--- config.mk ---
export PLATFORM = sky130hd
export DESIGN_NAME = fixed_point_to_decimal_text
export DESIGN_NICKNAME = d
export VERILOG_FILES = /design/src/hw/rtl/fptdt_pkg.sv /design/src/hw/rtl/fptdt_datapath.sv /design/src/hw/rtl/fptdt_ctrl.sv /design/src/hw/rtl/fixed_point_to_decimal_text.sv
export SDC_FILE = /design/constraint.sdc
export NUM_CORES = 1
export LEC_CHECK = 0
export BUFFER_PORTS_ARGS = -buffer_cell sky130_fd_sc_hd__buf_4
export CAP_MARGIN = 40
export CORE_AREA = 2 2 124 187
export CTS_CLUSTER_SIZE = 14
export DETAILED_ROUTE_END_ITERATION = 16
export DIE_AREA = 0 0 126 189
export HOLD_SLACK_MARGIN = 0.03
export SYNTH_ARGS = -nofsm -noshare
export SYNTH_HDL_FRONTEND = slang
export SYNTH_SLANG_ARGS = --single-unit
--- constraint.sdc ---
create_clock -name clk -period 7.2 [get_ports clk]
set_input_delay 0 -clock clk [delete_from_list [all_inputs] [get_ports clk]]
set_output_delay 0 -clock clk [all_outputs]
set_load 0.02 [all_outputs]
--- src/hw/rtl/fptdt_pkg.sv ---
// Shared types, constants and helpers for the fixed-point to decimal text block.
package fptdt_pkg;

  // Fixed widths of the external fields
  localparam int VALUE_W  = 48;
  localparam int CHAR_W   = 8;
  localparam int KREG_W   = 4;
  localparam int ADDR_W   = 3;
  localparam int PDATA_W  = 32;

  // Binary to BCD conversion consumes this many bits per cycle
  localparam int DABBLE_BITS = 4;

  // Register map
  localparam logic REG_FRACTION_DIGITS = 1'b0;
  localparam logic [KREG_W-1:0] FRACTION_DIGITS_RESET = 4'd2;

  // ASCII codes
  localparam logic [CHAR_W-1:0] ASCII_ZERO = 8'h30;
  localparam logic [CHAR_W-1:0] ASCII_DOT  = 8'h2E;

  // Character source selected by the controller
  typedef enum logic [1:0] {
    SEL_INT  = 2'd0,
    SEL_DOT  = 2'd1,
    SEL_FRAC = 2'd2
  } sel_t;

  // Controller to datapath commands
  typedef struct packed {
    logic load;
    logic conv_step;
    logic prep;
    logic int_next;
    logic frac_next;
    sel_t sel;
  } cmd_t;

  // Datapath to controller status
  typedef struct packed {
    logic conv_done;
    logic int_last;
    logic frac_last;
    logic frac_none;
  } status_t;

  // Number of decimal digits needed for an unsigned value of the given width
  function automatic int dec_digits(input int bits);
    longint unsigned lim;
    longint unsigned p;
    int d;
    lim = (64'd1 << bits) - 64'd1;
    p = 64'd10;
    d = 1;
    while (p <= lim) begin
      d = d + 1;
      p = p * 64'd10;
    end
    return d;
  endfunction

endpackage

--- src/hw/rtl/fptdt_datapath.sv ---
// Datapath: BCD conversion of the integer part, fraction digit extraction, character mux.
module fptdt_datapath #(
  parameter int FRACTION_BITS = 16
) (
  input  logic                               clk,
  input  logic [fptdt_pkg::VALUE_W-1:0]      value,
  input  logic [fptdt_pkg::KREG_W-1:0]       frac_digits,
  input  fptdt_pkg::cmd_t                    cmd,
  output fptdt_pkg::status_t                 status,
  output logic [fptdt_pkg::CHAR_W-1:0]       character
);
  import fptdt_pkg::*;

  localparam int IW    = VALUE_W - FRACTION_BITS;
  localparam int STEPS = (IW + DABBLE_BITS - 1) / DABBLE_BITS;
  localparam int PW    = STEPS * DABBLE_BITS;
  localparam int IDIG  = dec_digits(IW);
  localparam int BW    = 4 * IDIG;
  localparam int SCW   = $clog2(STEPS);
  localparam int PTW   = $clog2(IDIG);

  logic [PW-1:0]            bin;
  logic [BW-1:0]            bcd;
  logic [SCW-1:0]           step_cnt;
  logic [PTW-1:0]           ptr;
  logic [FRACTION_BITS-1:0] frac;
  logic [KREG_W-1:0]        frac_cnt;

  logic [PW-1:0]              bin_dab;
  logic [BW-1:0]              bcd_dab;
  logic [PTW-1:0]             ptr_first;
  logic [3:0]                 int_digit;
  logic [FRACTION_BITS+3:0]   frac_x10;
  logic [3:0]                 frac_digit;

  // Double dabble, several bits per cycle
  always_comb begin
    bcd_dab = bcd;
    bin_dab = bin;
    for (int s = 0; s < DABBLE_BITS; s++) begin
      for (int d = 0; d < IDIG; d++) begin
        if (bcd_dab[4*d +: 4] >= 4'd5) begin
          bcd_dab[4*d +: 4] = bcd_dab[4*d +: 4] + 4'd3;
        end
      end
      bcd_dab = {bcd_dab[BW-2:0], bin_dab[PW-1]};
      bin_dab = {bin_dab[PW-2:0], 1'b0};
    end
  end

  // Most significant nonzero digit; digit zero when the value is zero
  always_comb begin
    ptr_first = '0;
    for (int d = 0; d < IDIG; d++) begin
      if (bcd[4*d +: 4] != 4'd0) begin
        ptr_first = PTW'(d);
      end
    end
  end

  // Next fraction digit: fraction times ten, split at the binary point
  assign frac_x10   = ({4'd0, frac} << 3) + ({4'd0, frac} << 1);
  assign frac_digit = frac_x10[FRACTION_BITS+3:FRACTION_BITS];
  assign int_digit  = bcd[4*ptr +: 4];

  // Working registers
  always_ff @(posedge clk) begin
    if (cmd.load) begin
      bin      <= PW'(value[VALUE_W-1:FRACTION_BITS]);
      bcd      <= '0;
      step_cnt <= '0;
      frac     <= value[FRACTION_BITS-1:0];
      frac_cnt <= frac_digits;
    end
    if (cmd.conv_step) begin
      bin      <= bin_dab;
      bcd      <= bcd_dab;
      step_cnt <= step_cnt + SCW'(1);
    end
    if (cmd.prep) begin
      ptr <= ptr_first;
    end
    if (cmd.int_next) begin
      ptr <= ptr - PTW'(1);
    end
    if (cmd.frac_next) begin
      frac     <= frac_x10[FRACTION_BITS-1:0];
      frac_cnt <= frac_cnt - KREG_W'(1);
    end
  end

  // Status back to the controller
  assign status.conv_done = (step_cnt == SCW'(STEPS - 1));
  assign status.int_last  = (ptr == '0);
  assign status.frac_last = (frac_cnt == 4'd1);
  assign status.frac_none = (frac_cnt == 4'd0);

  // Character select
  always_comb begin
    unique case (cmd.sel)
      SEL_INT:  character = ASCII_ZERO + {4'd0, int_digit};
      SEL_FRAC: character = ASCII_ZERO + {4'd0, frac_digit};
      default:  character = ASCII_DOT;
    endcase
  end

endmodule

--- src/hw/rtl/fptdt_ctrl.sv ---
// Controller state machine: sequences conversion and character output.
module fptdt_ctrl (
  input  logic                clk,
  input  logic                rst,
  input  logic                in_valid,
  output logic                in_ready,
  output logic                out_valid,
  input  logic                out_ready,
  output logic                last,
  input  fptdt_pkg::status_t  status,
  output fptdt_pkg::cmd_t     cmd
);
  import fptdt_pkg::*;

  typedef enum logic [5:0] {
    ST_IDLE = 6'b000001,
    ST_CONV = 6'b000010,
    ST_PREP = 6'b000100,
    ST_INT  = 6'b001000,
    ST_DOT  = 6'b010000,
    ST_FRAC = 6'b100000
  } state_t;

  state_t state;
  state_t state_next;
  logic   out_fire;

  assign out_fire = out_valid && out_ready;

  // Next state and commands
  always_comb begin
    state_next    = state;
    cmd           = '0;
    cmd.sel       = SEL_INT;
    in_ready      = 1'b0;
    out_valid     = 1'b0;
    last          = 1'b0;
    unique case (state)
      ST_IDLE: begin
        // no transaction is taken while reset is held
        in_ready = !rst;
        if (in_valid && !rst) begin
          cmd.load   = 1'b1;
          state_next = ST_CONV;
        end
      end
      ST_CONV: begin
        cmd.conv_step = 1'b1;
        if (status.conv_done) begin
          state_next = ST_PREP;
        end
      end
      ST_PREP: begin
        cmd.prep   = 1'b1;
        state_next = ST_INT;
      end
      ST_INT: begin
        out_valid = 1'b1;
        last      = status.int_last && status.frac_none;
        if (out_fire) begin
          cmd.int_next = 1'b1;
          if (status.int_last) begin
            state_next = status.frac_none ? ST_IDLE : ST_DOT;
          end
        end
      end
      ST_DOT: begin
        out_valid = 1'b1;
        cmd.sel   = SEL_DOT;
        if (out_fire) begin
          state_next = ST_FRAC;
        end
      end
      ST_FRAC: begin
        out_valid = 1'b1;
        cmd.sel   = SEL_FRAC;
        last      = status.frac_last;
        if (out_fire) begin
          cmd.frac_next = 1'b1;
          if (status.frac_last) begin
            state_next = ST_IDLE;
          end
        end
      end
      default: begin
        state_next = ST_IDLE;
      end
    endcase
  end

  // State register
  always_ff @(posedge clk) begin
    if (rst) begin
      state <= ST_IDLE;
    end else begin
      state <= state_next;
    end
  end

endmodule

--- src/hw/rtl/fixed_point_to_decimal_text.sv ---
// Top level: APB register, controller and datapath for decimal text output.
// Sequence: accept the number, BCD conversion of the integer part four bits at a time,
// find the leading digit, then one character per cycle while out_ready is high.
// A new number is accepted only once the last character of the previous one is taken.
// Reset (rst, synchronous): controller idle, fraction_digits back to 2.
module fixed_point_to_decimal_text #(
  parameter int FRACTION_BITS       = 16,
  parameter int MAX_FRACTION_DIGITS = 9
) (
  input  logic                              clk,
  input  logic                              rst,
  // configuration port
  input  logic                              psel,
  input  logic                              penable,
  input  logic                              pwrite,
  input  logic [fptdt_pkg::ADDR_W-1:0]      paddr,
  input  logic [fptdt_pkg::PDATA_W-1:0]     pwdata,
  output logic [fptdt_pkg::PDATA_W-1:0]     prdata,
  output logic                              pready,
  // input channel
  input  logic                              in_valid,
  output logic                              in_ready,
  input  logic [fptdt_pkg::VALUE_W-1:0]     value,
  // output channel
  output logic                              out_valid,
  input  logic                              out_ready,
  output logic [fptdt_pkg::CHAR_W-1:0]      character,
  output logic                              last
);
  import fptdt_pkg::*;

  logic [KREG_W-1:0] fraction_digits;
  logic [KREG_W-1:0] k_sat;
  logic              reg_sel;
  cmd_t              cmd;
  status_t           status;

  assign pready  = 1'b1;
  assign reg_sel = (paddr[ADDR_W-1] == REG_FRACTION_DIGITS);

  // Register write on the access phase of a transaction
  always_ff @(posedge clk) begin
    if (rst) begin
      fraction_digits <= FRACTION_DIGITS_RESET;
    end else if (psel && penable && pwrite && pready && reg_sel) begin
      fraction_digits <= pwdata[KREG_W-1:0];
    end
  end

  // Read back
  assign prdata = reg_sel ? PDATA_W'(fraction_digits) : '0;

  // Saturate the digit count
  assign k_sat = (fraction_digits > KREG_W'(MAX_FRACTION_DIGITS)) ?
                 KREG_W'(MAX_FRACTION_DIGITS) : fraction_digits;

  fptdt_ctrl u_ctrl (
    .clk       (clk),
    .rst       (rst),
    .in_valid  (in_valid),
    .in_ready  (in_ready),
    .out_valid (out_valid),
    .out_ready (out_ready),
    .last      (last),
    .status    (status),
    .cmd       (cmd)
  );

  fptdt_datapath #(
    .FRACTION_BITS (FRACTION_BITS)
  ) u_datapath (
    .clk         (clk),
    .value       (value),
    .frac_digits (k_sat),
    .cmd         (cmd),
    .status      (status),
    .character   (character)
  );

endmodule

## Yosys cells after proc, flatten, opt, wreduce, memory -nomap -nowiden

Index checks and enable logic that the tools add are counted.

| cells by class | value |
|---|---|
| add/subtract/negate cells | 46 |
| reductions and logical operators | 24 |
| bitwise operators | 1 |
| eq/ne operators | 16 |
| magnitude comparators | 41 |
| shifts and indexed selects | 1 |
| muxes and demuxes | 84 |

Operators with widths:

| kind | number |
|---|---|
| $mux 4 | 44 |
| $ge 4x3->1 const B | 40 |
| $add 4x2->4 const B | 36 |
| $mux 40 | 2 |
| $mux 32 | 2 |
| $mux 6 | 7 |
| $shiftx 40x7->4 | 1 |
| $pmux 6 s6 | 1 |
| $reduce_bool 4->1 | 9 |
| $mux 16 | 2 |
| $mux 3 | 10 |
| $add 19x17->20 | 1 |
| $pmux 8 s2 | 1 |
| $add 6x4->7 const A | 2 |
| $add 3x2->3 const B | 4 |
| $ne 2x1->1 const B | 6 |
| $mux 1 | 10 |
| $logic_not 4->1 | 2 |
| $sub 4x1->4 const B | 2 |
| $reduce_and 7->1 | 1 |
| $eq 6x1->1 const B | 1 |
| $eq 6x2->1 const B | 1 |
| $eq 6x3->1 const B | 1 |
| $eq 6x4->1 const B | 1 |
| 18 further kinds | 26 |

| storage, ports and cells | value |
|---|---|
| flip-flop bits (word level) | 109 |
| logic and storage cells | 222 |
| output and inout port bits | 44 |

## Logic depth before layout (Yosys ltp)

Gate-level depths: netlist of the first run.

| logic depth | value |
|---|---|
| depth in word-level cells | 12 |
| depth in mapped cells | 20 |
| gate-level depth less buffers | 20 |

## Modules after synthesis

From an unflattened synthesis of the first run, not the netlist that was laid out.

| second synthesis, totals | value |
|---|---|
| cells, all modules | 1294 |
| area, all modules | 11277.1 µm² |

Modules (own cells, without submodules):

| module | instances | area an instance (µm²) | cells each | seq. area each (µm²) |
|---|---|---|---|---|
| fptdt_datapath | 1 | 10263.6 | 1174 | 2932.8 |
| fptdt_ctrl | 1 | 539.3 | 62 | 120.1 |
| fixed_point_to_decimal_text | 1 | 474.2 | 58 | 80.1 |

## Worst setup path before layout of the first run

Ideal clock, no wire load.

| timing | value |
|---|---|
| path kind | register -> register |
| start | reg u_datapath.bcd[36] |
| end | reg u_datapath.bcd[37] (data pin) |
| cell stages (with the launch flop) | 20 |
| required time | 6934 ps |
| arrival | 3133 ps |
| period minus slack after synthesis | 3399 ps |
| slack | 3801 ps |
| path through | edfxtp_1 > inv_1 > ha_1 > nand2b_1 > a21oi_2 > xnor2_1 > ha_1 > inv_1 > a21o_1 > a31oi_1 > inv_1 > ha_1 > o21bai_1 > a21oi_1 > a31oi_1 > ha_1 > nand2b_1 > a21boi_1 > xor2_1 > nor2_1 |

| on the way | value |
|---|---|
| longest elaborated chain between the ends | 9 |
| elaborated cells between the ends (all ways) | 12 |
| classes of those cells | add/sub (3); order compare (4); mux (5) |

RTL lines:

| element | RTL line | text |
|---|---|---|
| start: declaration | fptdt_datapath.sv:23 | `logic [BW-1:0] bcd;` |
| start signal: assignment | fptdt_datapath.sv:70 | `bcd <= '0;` |
| start signal: assignment | fptdt_datapath.sv:77 | `bcd <= bcd_dab;` |
| $ge 4x3->1 / $add 3x2->3 (equally long branches) | fptdt_datapath.sv:42, fptdt_datapath.sv:43 |  |
| $mux 3 * | fptdt_datapath.sv:42 | `if (bcd_dab[4*d +: 4] >= 4'd5) begin` |
| $ge 4x3->1 / $add 3x2->3 (equally long branches) | fptdt_datapath.sv:42, fptdt_datapath.sv:43 |  |
| $mux 3 * | fptdt_datapath.sv:42 |  |
| $ge 4x3->1 / $add 3x2->3 (equally long branches) | fptdt_datapath.sv:42, fptdt_datapath.sv:43 |  |
| $mux 3 * | fptdt_datapath.sv:42 |  |
| $ge 4x3->1 * | fptdt_datapath.sv:42 |  |
| $mux 3 * | fptdt_datapath.sv:42 |  |
| $mux 40 * | fptdt_datapath.sv:75 | `if (cmd.conv_step) begin` |

Every way passes the cells marked *; elsewhere a longest branch is shown, timed or not.
A chain may end at the register's enable or synchronous reset.

## Final worst setup path of the first run

| timing | value |
|---|---|
| start | reg u_datapath.bcd[9] |
| end | reg u_datapath.bcd[12] (data pin) |

| on the way | value |
|---|---|
| longest elaborated chain between the ends | 9 |
| elaborated cells between the ends (all ways) | 13 |
| classes of those cells | add/sub (4); order compare (4); mux (5) |

RTL lines:

| element | RTL line |
|---|---|
| $add 4x2->4 / $ge 4x3->1 (equally long branches) | fptdt_datapath.sv:43, fptdt_datapath.sv:42 |
| $mux 4 * | fptdt_datapath.sv:42 |
| $add 4x2->4 / $ge 4x3->1 (equally long branches) | fptdt_datapath.sv:43, fptdt_datapath.sv:42 |
| $mux 4 * | fptdt_datapath.sv:42 |
| $ge 4x3->1 / $add 4x2->4 (equally long branches) | fptdt_datapath.sv:42, fptdt_datapath.sv:43 |
| $mux 4 * | fptdt_datapath.sv:42 |
| $add 4x2->4 / $ge 4x3->1 (equally long branches) | fptdt_datapath.sv:43, fptdt_datapath.sv:42 |
| $mux 4 * | fptdt_datapath.sv:42 |
| $mux 40 * | fptdt_datapath.sv:75 |

Marks and branches as above.

==> qor.yml, run 1 <==
run_status:
  status: "finished, final reports clean"
placement:
  place.gp.congestion: 0.810
  port_buffers: 71
  place_ws_ns: 3.35
  dp_hpwl_um: 15600
  place_inst: 1402
critical_path:
  max_stage_delay_ns: 0.56
  path_class: "flop to flop"
  path_max_fanout: 7
  cp_num_buf_inv: 3
  arrival_ns: 4.01
  critPathTopFamily: "compound AO/OA/AOI/OAI gates"
  crit_chain: "inv_1 -> ha_1 -> nand2b_1 -> a21oi_2 -> xnor2_1 -> inv_1 -> ha_1 -> o21ai_0 -> a31oi_1 -> inv_1 -> ha_1 -> o21a_1 -> o31ai_1 -> a21oi_2 -> xnor2_1 -> nor2_1"
  start_kind: "flop"
  r2r_cells: 16
  endpoint_kind: "flop"
  required_ns: 7.31
  cp.depth: 16
  slowest_stage: "o31ai_1"
routing:
  top_layer: "met4"
  dr_wl_met2_um: 11500
  vias_per_cell: 5.57
  routedWlPerCell_um: 14.5
  wl_met1_um: 8770
  wirelength_um: 21300
  drtPass1Iterations: 5
  drtIter0Drc: 382
  ant_nets: 0
  wl_met3_um: 687
  remaining_drc_errors: 0
  vias: 8206
synth:
  synth.area.mux_share_pct: 7.50
  synth_warnings: 0
  synth_top_family_by_area: "compound AO/OA/AOI/OAI gates"
  ys_seq_elements: 109
  async_flop_share_pct: 0
  ys_seq_area_share_pct: 31.9
  netlist_area_um2: 9830
  ys_types: 85
  synth_edf_count: 95
  synth_xor_area_share_pct: 6.24
  synthAdderAreaFrac_pct: 7.71
  synth_simple_gate_area_share_pct: 15.2
  avgSynthCellArea_um2: 9.08
  synth_compound_gate_area_share_pct: 25.0
  synthFlopType: "edfxtp_1"
  synth_cells: 1082
sta:
  fmax_mhz: 257
  skew_ns: 0.0123
  rsz0062_at_grt: "false"
  finalHoldViolations: 0
  period_share_pct: 54.1
  tns_ns: 0
  max-slew-margin-rel_pct: 44.9
  maxSlewViolCount: 0
  finalWorstSetupSlack_ns: 3.31
  min_period_ns: 3.89
  final-setup-viol-count: 0
  tightestPinTransition_ns: 0.825
floorplan:
  dieWidth_um: 126
  io-pin-count: 134
  die_area_um2: 23800
  core_area_um2: 22100
  die_h_um: 189
  rows: 67
  start_util_pct: 44.4
clock_tree:
  cts_tree: "yes"
  worst_skew_pair.late_latency_ns: 0.37
  clock_path_buffers: 2
  root_buffer: "clkbuf_16"
  h-tree-depth: 3
  cts_resized: 0
  cts_sinks: 109
  clk_pin_slew_worst_paths_ns: 0.09
  cts_buffers: 9
  hold_buffers: 56
  postCtsSetupBuffers: 0
final_layout:
  antennaDiodeCount: 0
  fin_cells: 1474
  fin_nets: 1343
  area_delta_synth_final_pct: 16.1
  fill_cells: 2092
  layout-drive-gt1-share_pct: 16.6
power:
  power_density_nw_per_um2: 375
  max-vdd-ir-drop_mv: 0.214
  p_leak_nw: 4.52
global_route:
  grt_util_all_layers_pct: 17.8
  grt.overflow.total: 0
  antenna_found_initial: 0
  grt_max_degree: 43
  grt_pass1_vias: 7662
  grt_pass1_wl_um: 35400
hold_path:
  worstHoldPathType: "input pin to flop"
  min_delay_path_depth: 4
flow_run:
  maxCapViolCount: 0
logic make-up after synthesis:
family | count (synthesis)
AO/OA/AOI/OAI | 364
AND/OR/NAND/NOR | 298
buffers and inverters | 134
flip-flops | 109
adder cells (fa/ha/maj) | 60
XOR/XNOR | 58
multiplexers | 57
other | 2
synth_stat cells (5+ instances only):
cell type  count  area share (%)
and2_1         7            0.45
mux4_2         8             1.8
mux2_2        18             2.1
edfxtp_1      95              29
nor3b_1       20             1.5
or3b_1         6            0.53
ha_1          59             7.5
a21o_1        12            0.92
o211ai_1       8            0.61
a211oi_1      19             1.5
nor2b_1       23             1.5
inv_1         61             2.3
nand2_1       70             2.7
a21oi_2       18             1.6
and3_1         5            0.32
nand2b_1      17             1.1
dfxtp_1       14             2.9
clkbuf_1      28             1.1
mux2i_1       24             2.4
o21ai_1       29             1.5
nand3_1       12            0.61
nor4_1         5            0.32
o21ai_0       66             3.4
nor3_1        24             1.2
xnor2_2       11             1.8
xor2_1        18             1.6
o21bai_1       8            0.61
or3_1          5            0.32
nor2_1        86             3.3
a31oi_1       24             1.5
a22o_1        28             2.5
a21oi_1       87             4.4
nand3b_1       5            0.38
buf_4         32             2.4
inv_2          9            0.34
xnor2_1       26             2.3
a31o_2         7            0.62
through the flow:
step / util (%) / hold WS, ns / total power, W / cell area, µm²
floorplan: - / 0.0781 / 0.00323 / 9940
global placement: 47.5 / 0.236 / 0.00366 / 10500
detailed placement: 47.5 / 0.240 / 0.00371 / 10500
CTS: 51.6 / 0.117 / 0.00431 / 11400
global route: 51.6 / 0.139 / 0.00469 / 11400
finish: 51.6 / 0.128 / 0.00428 / 11400
power breakdown:
| group | switching (W) | internal, W |
|---|---|---|
| registers | 0.000114 | 0.000835 |
| clock network | 0.000268 | 0.000286 |
| logic | 0.00163 | 0.00115 |
state kept, by name, indices dropped and copies added (netlist names):
| signal | flops |
|---|---|
| u_ctrl.state | 6 |
| u_datapath.frac_cnt | 4 |
| u_datapath.step_cnt | 3 |
| u_datapath.frac | 16 |
| fraction_digits | 4 |
| u_datapath.bin | 32 |
| u_datapath.ptr | 4 |
| u_datapath.bcd | 40 |
layer usage:
layer | track usage, % | vias up
met5 | 0 | -
met4 | 4.61 | 0
met3 | 2.29 | 23
met2 | 34.3 | 150
met1 | 20.4 | 3868
li1 | - | 4165
worst paths after layout:
check | from | end | slack (ns)
hold / removal | out_ready | u_ctrl.state[1]$_SDFFE_PP0P_ | 0.13
setup reg to reg | u_datapath.bcd[9]$_SDFFCE_PN0P_ | u_datapath.bcd[12]$_SDFFCE_PN0P_ | 3.31
hold reg to reg | u_datapath.bin[1]$_SDFFE_PP0P_ | u_datapath.bin[1]$_SDFFE_PP0P_ | 0.47
setup / recovery | u_datapath.bcd[9]$_SDFFCE_PN0P_ | u_datapath.bcd[12]$_SDFFCE_PN0P_ | 3.31
worst register-to-register path: cells and delay by family (launching register included):
family | cells | cell delay (ns)
flip-flops | 1 | 0.44
AO/OA/AOI/OAI | 6 | 1.67
buffers and inverters | 3 | 0.38
XOR/XNOR | 2 | 0.31
adder cells (fa/ha/maj) | 3 | 0.65
AND/OR/NAND/NOR | 2 | 0.16
placed cells by master, fill, tap and decap left out, types with 11 or more instances in the layout:
| master | synthesis | layout |
|---|---|---|
| edfxtp_1 | 95 | 95 |
| a21oi_1 | 87 | 87 |
| nor2_1 | 86 | 86 |
| buf_4 | 32 | 78 |
| nand2_1 | 70 | 69 |
| o21ai_0 | 66 | 66 |
| inv_1 | 61 | 61 |
| ha_1 | 59 | 59 |
| dlygate4sd3_1 | 0 | 56 |
| conb_1 | 2 | 32 |
| o21ai_1 | 29 | 29 |
| a22o_1 | 28 | 28 |
| xnor2_1 | 26 | 26 |
| mux2i_1 | 24 | 24 |
| a31oi_1 | 24 | 24 |
| nor3_1 | 24 | 24 |
| nor2b_1 | 23 | 23 |
| nor3b_1 | 20 | 20 |
| a211oi_1 | 19 | 19 |
| a21oi_2 | 18 | 18 |
| mux2_2 | 18 | 18 |
| xor2_1 | 18 | 18 |
| nand2b_1 | 17 | 17 |
| dfxtp_1 | 14 | 14 |
| a21o_1 | 12 | 12 |
| nand3_1 | 12 | 12 |
| xnor2_2 | 11 | 11 |
final cells by class:
type | count | area (µm²) | area share [%]
clock buffers | 9 | 225 | 1.97
clock inverters | 7 | 115 | 1.01
repair buffers | 134 | 1150 | 10.0
flip-flops and latches | 109 | 3130 | 27.4
inverters | 70 | 263 | 2.30
well taps | 276 | 345 | 3.03
multi-input cells | 869 | 6190 | 54.2
(Power assumes the default switching activity.)
==> run 2: changes to the inputs <==
--- a/config.mk
+++ b/config.mk
@@ -5,13 +5,15 @@
 export SDC_FILE = /design/constraint.sdc
 export NUM_CORES = 1
 export LEC_CHECK = 0
+export ABC_AREA = 1
 export BUFFER_PORTS_ARGS = -buffer_cell sky130_fd_sc_hd__buf_4
 export CAP_MARGIN = 40
-export CORE_AREA = 2 2 124 187
+export CORE_AREA = 2 2 125 188
 export CTS_CLUSTER_SIZE = 14
 export DETAILED_ROUTE_END_ITERATION = 16
-export DIE_AREA = 0 0 126 189
+export DIE_AREA = 0 0 127 190
 export HOLD_SLACK_MARGIN = 0.03
+export PLACE_DENSITY = 0.67
 export SYNTH_ARGS = -nofsm -noshare
 export SYNTH_HDL_FRONTEND = slang
 export SYNTH_SLANG_ARGS = --single-unit
==> constraint.sdc (replaced) <==
create_clock -name clk -period 3.3 [get_ports clk]
set_input_delay 0 -clock clk [delete_from_list [all_inputs] [get_ports clk]]
set_output_delay 0 -clock clk [all_outputs]
set_load 0.02 [all_outputs]
==> qor.yml, run 2 <==
final_layout:
  fin_util_pct: 54.6  # +3.0 points
  fin_nets: 1742  # +30%
  layout_common_cells: "nand2_1 (380), inv_1 (180), buf_4 (132)"
  area_delta_synth_final_pct: 23.5
  final_common_cell: "nand2_1"
  final_area_um2: 12400  # +8.3%
  top_register: "u_datapath.bcd"
  largest_reg_flops: 40  # unchanged
  antennaDiodeCount: 0  # unchanged
  reg_top3: "u_datapath.bcd x40, u_datapath.bin x32, u_datapath.frac x16"
  layout-drive-gt1-share_pct: 23.4  # +6.7 points
global_route:
  grt.overflow.total: 0  # unchanged
  grt_util_all_layers_pct: 19.7  # +1.9 points
  grt_pass1_vias: 9194  # +20%
  grt_max_degree: 51  # +19%
  grt_pass1_wl_um: 39700  # +12%
  antenna_found_initial: 0  # unchanged
sta:
  finalHoldViolations: 0  # unchanged
  finalWorstSetupSlack_ns: -0.0575  # -3.36 ns
  tightestPinTransition_ns: 0.723  # -0.101 ns
  final-setup-viol-count: 2  # +2
  max-slew-margin-rel_pct: 51.7  # +6.8 points
  rsz0062_at_grt: "true"
  skew_ns: 0.0180  # +0.00575 ns
  period_share_pct: 102  # +48 points
  maxSlewViolCount: 0  # unchanged
  fmax_mhz: 298  # +16%
  min_period_ns: 3.36  # -0.537 ns
clock_tree:
  clock_path_buffers: 2  # unchanged
  root_buffer: "clkbuf_16"
  cts_sinks: 109  # unchanged
  clk_pin_slew_worst_paths_ns: 0.09  # about the same
  worst_skew_pair.late_latency_ns: 0.37  # about the same
  h-tree-depth: 3  # unchanged
  cts_buffers: 9  # unchanged
  cts_tree: "yes"
routing:
  routedWlPerCell_um: 12.7  # -12%
  vias_per_cell: 5.14  # -7.7%
  drtIter0Drc: 384  # +0.52%
  wirelength_um: 23900  # +12%
  drtPass1Iterations: 6  # +1
  remaining_drc_errors: 0  # unchanged
  vias: 9646  # +18%
  ant_nets: 0  # unchanged
critical_path:
  path_max_fanout: 3  # -4
  arrival_ns: 3.45  # -0.56 ns
  required_ns: 3.39  # -3.92 ns
  endpoint_kind: "flop"
  start_kind: "flop"
  path_class: "flop to flop"
floorplan:
  rows: 68  # +1.5%
  start_util_pct: 44.2  # -0.18 points
  io-pin-count: 134  # unchanged
  die_h_um: 190  # +0.53%
  dieWidth_um: 127  # +0.79%
  die_area_um2: 24100  # +1.3%
  core_area_um2: 22600  # +2.3%
run_status:
  violations: "setup timing"
  status: "complete, but fails checks"
synth:
  synth.most_common_cell: "nand2_1"
  async_flop_share_pct: 0  # unchanged
  synth_largest_area_cell: "edfxtp_1"
  synthFlopType: "edfxtp_1"
  synth_top_area_share_pct: 28.5  # -0.53 points
  synth_warnings: 0  # unchanged
  synthTopCellsByCount: "nand2_1 (397), inv_1 (203), nand3_1 (126), edfxtp_1 (95), nor2_1 (80)"
  ys_seq_elements: 109  # unchanged
  avgSynthCellArea_um2: 7.08  # -22%
  ys_top_cells_by_area: "edfxtp_1 (28%), nand2_1 (15%), inv_1 (7.6%)"
  ys_types: 57  # -33%
  netlist_area_um2: 10000  # +1.8%
  synth_edf_count: 95  # unchanged
  ys_seq_area_share_pct: 31.3  # -0.58 points
  synth_cells: 1414  # +31%
placement:
  placed_area_um2: 11100  # +5.2%
  dp_hpwl_um: 18000  # +15%
  place.gp.congestion: 0.857  # +5.8%
  port_buffers: 71  # unchanged
flow_run:
  maxCapViolCount: 0  # unchanged
hold_path:
  worstHoldPathType: "input pin to flop"
## run 2: cell count changes after synthesis, moves of 24 or more
| cell | previous run | this run |
|---|---|---|
| nand3_1 | 12 | 126 |
| inv_1 | 61 | 203 |
| a22o_1 | 28 | 0 |
| xnor2_1 | 26 | 1 |
| nand2_2 | 0 | 54 |
| nand2_1 | 70 | 397 |
| nand4_1 | 1 | 25 |
## run 2: per-stage QoR
step	setup WS [ns]	cells	hold WS (ns)	setup TNS [ns]
final	-0.0575	1877	0.0458	-0.0942
after global routing	-0.266	1877	0.0441	-0.666
after CTS	-0.0296	1856	0.0539	-0.0523
after detailed placement	-0.179	1779	0.214	-0.340
after global placement	-0.0446	1779	0.213	-0.0794
after floorplan	0.0127	1444	0.0691	0
## run 2: layout make-up
| class | instances | area (µm²) |
|---|---|---|
| tap | 280 | 350 |
| clock inverter | 7 | 96.3 |
| fill | 2115 | 10300 |
| sequential | 109 | 3130 |
| clock buffer | 9 | 225 |
| inverter | 220 | 826 |
| multi-input combinational | 1063 | 6130 |
| timing repair buffer | 189 | 1600 |
## run 2: critical path, cell delays in order (launching register included)
cell and delay, ns:
edfxtp_1 0.43, ha_2 0.19, nand3b_1 0.21, nand2_2 0.12
nand2_2 0.08, nand2_4 0.07, ha_4 0.11, nand3b_1 0.11
nand2_2 0.07, nand2_2 0.09, nand2_2 0.06, and2_4 0.16
ha_4 0.15, inv_2 0.03, nand4_1 0.06, nand2_1 0.10
nand2_2 0.08, xor2_2 0.15, inv_1 0.08, ha_2 0.18
inv_2 0.04, or2_4 0.25, nand3_4 0.08, nand2_4 0.07
nand2_1 0.06, a21oi_1 0.06
## run 2: metal layers
layer / vias up / global-route usage (%) / wire length (µm)
met1: 4426 / 20.7 / 9090
met2: 190 / 39.3 / 13200
met3: 55 / 2.33 / 836
met4: 0 / 6.93 / 711
li1: 4975 / - / -
met5: - / 0 / 0
## run 2: path summary, 6_finish.rpt
path                               startpoint                               end  slack [ns]  cells after the start
max          u_datapath.bcd[36]$_SDFFCE_PN0P_  u_datapath.bcd[37]$_SDFFCE_PN0P_       -0.06                     25
min                                 value[22]       u_datapath.bin[6]$_DFFE_PP_        0.05                      2
max reg2reg  u_datapath.bcd[36]$_SDFFCE_PN0P_  u_datapath.bcd[37]$_SDFFCE_PN0P_       -0.06                     25
min reg2reg   fraction_digits[2]$_SDFFE_PP0P_   fraction_digits[2]$_SDFFE_PP0P_        0.49                      2
## run 2: logic make-up after synthesis
| family | Yosys count | share of synthesized area (%) |
|---|---|---|
| other | 2 | 0.0750 |
| AO/OA/AOI/OAI | 201 | 12.4 |
| AND/OR/NAND/NOR | 757 | 35.8 |
| adder cells (fa/ha/maj) | 60 | 7.57 |
| XOR/XNOR | 11 | 1.22 |
| flip-flops | 109 | 31.3 |
| multiplexers | 2 | 0.212 |
| buffers and inverters | 272 | 11.4 |
## run 2: repair_timing
item,in CTS,in global routing
endpoints found under the setup margin,2,33
pin swaps,19,15
gates resized for setup,17,59
hold endpoints to repair,56,0
setup buffers,8,21
hold buffers,53,0
Power of run 2 is left out: the tool's default activity adds up to more than one toggle a clock period on the data nets, which glitch-free logic cannot reach.
